**config.mk**
```make
export PLATFORM = sky130hd
export DESIGN_NAME = btt_div_cell
export DESIGN_NICKNAME = d
export VERILOG_FILES = /design/src/design/btt_pkg.sv /design/src/design/btt_div_cell.sv
export SDC_FILE = /design/constraint.sdc
export NUM_CORES = 1
export LEC_CHECK = 0
export ABC_AREA = 0
export ABC_CLOCK_PERIOD_IN_PS = 6900
export BUFFER_PORTS_ARGS = -buffer_cell sky130_fd_sc_hd__buf_4
export CORE_MARGIN = 10
export CORE_UTILIZATION = 55
export DETAILED_ROUTE_END_ITERATION = 10
export GPL_TIMING_DRIVEN = 0
export PLACE_DENSITY = 0.87
export SLEW_MARGIN = 30
export SYNTH_ARGS = -nofsm -noshare
export SYNTH_HDL_FRONTEND = slang
export SYNTH_SLANG_ARGS = --single-unit
```
**constraint.sdc**
```tcl
create_clock -name clk -period 6.9 [get_ports clk]
set_input_delay 0.69 -clock clk [delete_from_list [all_inputs] [get_ports clk]]
set_output_delay 0.69 -clock clk [all_outputs]
set_load 0.05 [all_outputs]
```
**src/design/btt_pkg.sv**
```systemverilog
// ----------------------------------------------------------------------------
// btt_pkg: shared types and constants
// Widths of weights, cross products and depth, vertex register indices and the divider cell payload.
// ----------------------------------------------------------------------------
`default_nettype none

package btt_pkg;

  localparam int unsigned WeightFracBits = 16;
  localparam int unsigned CrossW         = 36;  // signed cross products (Q8, exact)
  localparam int unsigned ZW             = 24;

  localparam int unsigned RegVertexZero = 0;
  localparam int unsigned RegVertexOne  = 1;
  localparam int unsigned RegVertexTwo  = 2;

  typedef struct packed {
    logic                   valid;
    logic                   hit;
    logic                   degen;
    logic [CrossW-1:0]      den;   // |D|
  } btt_ctl_t;

endpackage

`default_nettype wire

```
**src/design/btt_div_cell.sv**
```systemverilog
// ----------------------------------------------------------------------------
// btt_div_cell: one restoring-division step for two quotients
// Shifts in one quotient bit of u and of v per cycle while ce is high, passes data onward.
// ----------------------------------------------------------------------------
`default_nettype none

module btt_div_cell #(
  parameter int unsigned QW = 17
) (
  input  wire logic                           clk,
  input  wire logic                           rst,
  input  wire btt_pkg::btt_ctl_t              ctl_in,
  input  wire logic [btt_pkg::CrossW:0]       rem_u_in,
  input  wire logic [btt_pkg::CrossW:0]       rem_v_in,
  input  wire logic [QW-1:0]                  q_u_in,
  input  wire logic [QW-1:0]                  q_v_in,
  input  wire logic [btt_pkg::ZW-1:0]         z0_in,
  input  wire logic [btt_pkg::ZW-1:0]         z1_in,
  input  wire logic [btt_pkg::ZW-1:0]         z2_in,
  input  wire logic                           shift_in_en,
  input  wire logic                           ce,
  output btt_pkg::btt_ctl_t                   ctl_out,
  output logic [btt_pkg::CrossW:0]            rem_u_out,
  output logic [btt_pkg::CrossW:0]            rem_v_out,
  output logic [QW-1:0]                       q_u_out,
  output logic [QW-1:0]                       q_v_out,
  output logic [btt_pkg::ZW-1:0]              z0_out,
  output logic [btt_pkg::ZW-1:0]              z1_out,
  output logic [btt_pkg::ZW-1:0]              z2_out
);
  import btt_pkg::*;

  logic [CrossW+1:0] tu, tv;
  logic [CrossW+1:0] du, dv;
  logic              gu, gv;

  // each step doubles the remainder when shift_in_en is high and tries a subtract
  always_comb begin
    tu = {rem_u_in, 1'b0};
    tv = {rem_v_in, 1'b0};
    if (!shift_in_en) begin
      tu = {1'b0, rem_u_in};
      tv = {1'b0, rem_v_in};
    end
    du = tu - {2'b00, ctl_in.den};
    dv = tv - {2'b00, ctl_in.den};
    gu = !du[CrossW+1];
    gv = !dv[CrossW+1];
  end

  always_ff @(posedge clk) begin
    if (rst) begin
      ctl_out.valid <= 1'b0;
    end else if (ce) begin
      ctl_out.valid <= ctl_in.valid;
    end
    if (ce) begin
      ctl_out.hit    <= ctl_in.hit;
      ctl_out.degen  <= ctl_in.degen;
      ctl_out.den    <= ctl_in.den;
      rem_u_out      <= gu ? du[CrossW:0] : tu[CrossW:0];
      rem_v_out      <= gv ? dv[CrossW:0] : tv[CrossW:0];
      q_u_out        <= {q_u_in[QW-2:0], gu};
      q_v_out        <= {q_v_in[QW-2:0], gv};
      z0_out         <= z0_in;
      z1_out         <= z1_in;
      z2_out         <= z2_in;
    end
  end

endmodule

`default_nettype wire

```
==> run_results.csv <==
group,metric,value,unit
timing,relSlewSlack,36.1,%
yosys,ys_warn_count,0,
critical_path,cp.required,7.18,ns
yosys,ys_seq_area_share,52.9,%
timing,min_period,5.67,ns
cells_and_area,num_antenna_cells,0,
yosys,synth_edf_count,218,
cells_and_area,area_delta_synth_final,35.6,%
outcome,status,"completed",
timing,post-route-period-util,82.2,%
drt,viasPerCell,5.75,
floorplan,die_w,170,µm
clock_network,cts_root_buf,"clkbuf_16",
timing,finalSetupViolCount,0,
yosys,ys_ff_latch,219,
global_routing,antenna_found_initial,1,
cells_and_area,final_common_cell,"buf_4",
critical_path,arrival,5.95,ns
timing,rsz0062_at_grt,"no",
place,post-place-cells,1774,
clock_network,cts.sinks,219,
clock_network,cts_setup_buffers,0,
worst_hold_path,hp-class,"in2reg",
timing,finalMaxSlewViolations,0,
worst_hold_path,hold-path-endpoint,"ctl_out[38]",
yosys,async_flop_share,0,%
drt,vias,10400,
timing,worstMarginPinSlew,0.958,ns
worst_hold_path,whs_path_depth,2,
timing,fin_skew,0,ns
floorplan,coreArea,22000,µm²
yosys,syn_area_per_cell,11.8,µm²
floorplan,die_area,29000,µm²
cells_and_area,n_fill_cell,1445,
clock_network,path_clk_slew,0.06,ns
cells_and_area,finalCoreUtilization,76.4,%
cells_and_area,final_net_count,1821,
place,post-place-ws,0.843,ns
worst_hold_path,min-delay-start,"rst",
drt,dr.pass1.iters,6,
clock_network,cts_buffers,24,
cells_and_area,drive_gt1_share,37.6,%
clock_network,cts_resized,0,
clock_network,clock_path_buffers,3,
timing,setup_ws,1.23,ns
cells_and_area,most-common-layout-cells,"buf_4 (442), edfxtp_1 (218), a21oi_1 (84), nand2_1 (81), ha_1 (76)",
floorplan,ioPinCount,442,
global_routing,grt_max_degree,97,
drt,drt_first_iter_violations,873,
drt,routed_wl,42900,µm
global_routing,grt_pass1_wl,62600,µm
clock_network,cts_tree,"done",
critical_path,ff2ff_setup_slack,6.32,ns
floorplan,start_util,56.4,%
place,dp_hpwl,34400,µm
floorplan,std_cell_rows,54,
yosys,syn_nets,1355,
critical_path,crit_type,"in2reg",
critical_path,r2r-end,"ctl_out[38]",
timing,finalSetupTns,0,ns
power_and_ir_drop,ir_worst_vdd,0.205,mV
critical_path,path_max_fanout,10,
yosys,ys.flop_type,"edfxtp_1",
yosys,synthCells,1054,
global_routing,grt.total_usage,28.0,%
timing,hold_viol_final,0,
critical_path,ff2ff_path_depth,2,
flow_run,maxCapViolations,0,
clock_network,cts_htree_levels,1,
power_and_ir_drop,power_density,274,nW/µm²
critical_path,cp-end-kind,"flop",
yosys,syn_area,12400,µm²
cells_and_area,instances_no_fill,1816,
yosys,yosysUniqueCellTypes,71,
power_and_ir_drop,p_leak,7.31,nW
floorplan,die_y,170,µm
critical_path,cp-start-kind,"primary input",
critical_path,r2r-start,"ctl_out[38]",
drt,drc,0,
clock_network,clock_latency,0.52,ns
clock_network,cts.hold.buffers_added,0,
drt,final_antenna_net_count,0,
place,gp_congestion,0.920,
global_routing,grt_overflow,0,
place,io_buffers,438,
timing,fmax,176,MHz
global_routing,first_global_vias,10500,
drt,drt-wirelength-per-cell,23.6,µm
power by group:
part           switching (mW)  internal [mW]  total (mW)  leakage [nW]
Clock                   0.517          0.677        1.19         0.349
Sequential             0.0481           1.66        1.71          2.14
Combinational            1.14          0.579        1.71          4.82
stage by stage:
| stage | area, µm² | hold WS [ns] | power (mW) |
|---|---|---|---|
| floorplan | 12400 | 0.733 | 2.87 |
| global placement | 16100 | 0.480 | 3.41 |
| detailed placement | 16100 | 0.512 | 3.44 |
| CTS | 16800 | 0.310 | 4.63 |
| global route | 16800 | 0.321 | 4.80 |
| finish | 16800 | 0.321 | 4.62 |
sequential cells by signal (all words and copies together) (netlist names):
signal and count:
ctl_out 39, z2_out 24, rem_v_out 37, z0_out 24, q_u_out 17, q_v_out 17, z1_out 24, rem_u_out 37
kinds of logic after synthesis:
kind of cell | count (synthesis) | share of synthesized area, %
AO/OA/AOI/OAI | 292 | 15.4
AND/OR/NAND/NOR | 235 | 8.86
flip-flops | 219 | 52.9
buffers and inverters | 86 | 3.07
multiplexers | 81 | 7.30
adder cells (fa/ha/maj) | 78 | 7.98
XOR/XNOR | 63 | 4.50
area by class of cell:
| cell class | count | area, µm² | share of cell area (%) |
|---|---|---|---|
| Clock inverter | 11 | 88.8 | 0.528 |
| Inverter | 50 | 188 | 1.11 |
| Timing Repair Buffer | 440 | 3350 | 19.9 |
| Buffer | 36 | 194 | 1.15 |
| Sequential cell | 219 | 6570 | 39.0 |
| Tap cell | 280 | 350 | 2.08 |
| Clock buffer | 31 | 627 | 3.72 |
| Multi-Input combinational cell | 749 | 5470 | 32.5 |
synth_stat cells, types with 7 or more instances:
cell / n / share of area, %
edfxtp_1: 218 / 53
a21oi_1: 84 / 3.4
nand2_1: 81 / 2.4
ha_1: 76 / 7.7
nor2_1: 72 / 2.2
mux2_2: 69 / 6.3
o21ai_0: 69 / 2.8
inv_1: 49 / 1.5
a21o_1: 35 / 2.1
xor2_1: 34 / 2.4
xnor2_1: 28 / 2.0
clkbuf_1: 23 / 0.70
nand3_1: 14 / 0.56
a21oi_2: 12 / 0.85
nand2b_1: 12 / 0.60
and3_1: 11 / 0.55
nor2b_1: 11 / 0.55
nand4_1: 10 / 0.50
a211oi_1: 9 / 0.54
o211ai_1: 9 / 0.54
o21a_1: 8 / 0.48
mux2i_1: 7 / 0.56
routing by layer:
metal,vias up,share of wire (%),global-route usage (%)
met1,4933,36,30.5
met2,526,50,49.1
met3,103,10,9.60
met5,-,0.042,0
met4,2,4.1,11.2
li1,4882,-,-
how the worst max path moves through the flow:
stage,from,endpoint,slack [ns]
after global routing,shift_in_en,rem_u_out[36],1.08
after CTS,shift_in_en,rem_u_out[36],1.39
after global placement,shift_in_en,rem_u_out[36],0.76
final,shift_in_en,rem_u_out[36],1.23
after detailed placement,shift_in_en,rem_u_out[36],0.84
after floorplan,shift_in_en,rem_v_out[36],2.46
critical path, stage by stage:
cell      delay, ns
buf_4          0.08
clkbuf_1       0.59
clkbuf_1       0.79
buf_1          0.47
mux2i_1        0.21
fa_1           0.46
nand2b_1       0.17
a21oi_1        0.35
a41oi_1        0.30
o21ai_2        0.33
a211oi_1       0.18
o31ai_1        0.51
nand3_1        0.21
a2111o_1       0.41
nand3_1        0.12
xnor2_1        0.08
(Power assumes the default switching activity.)
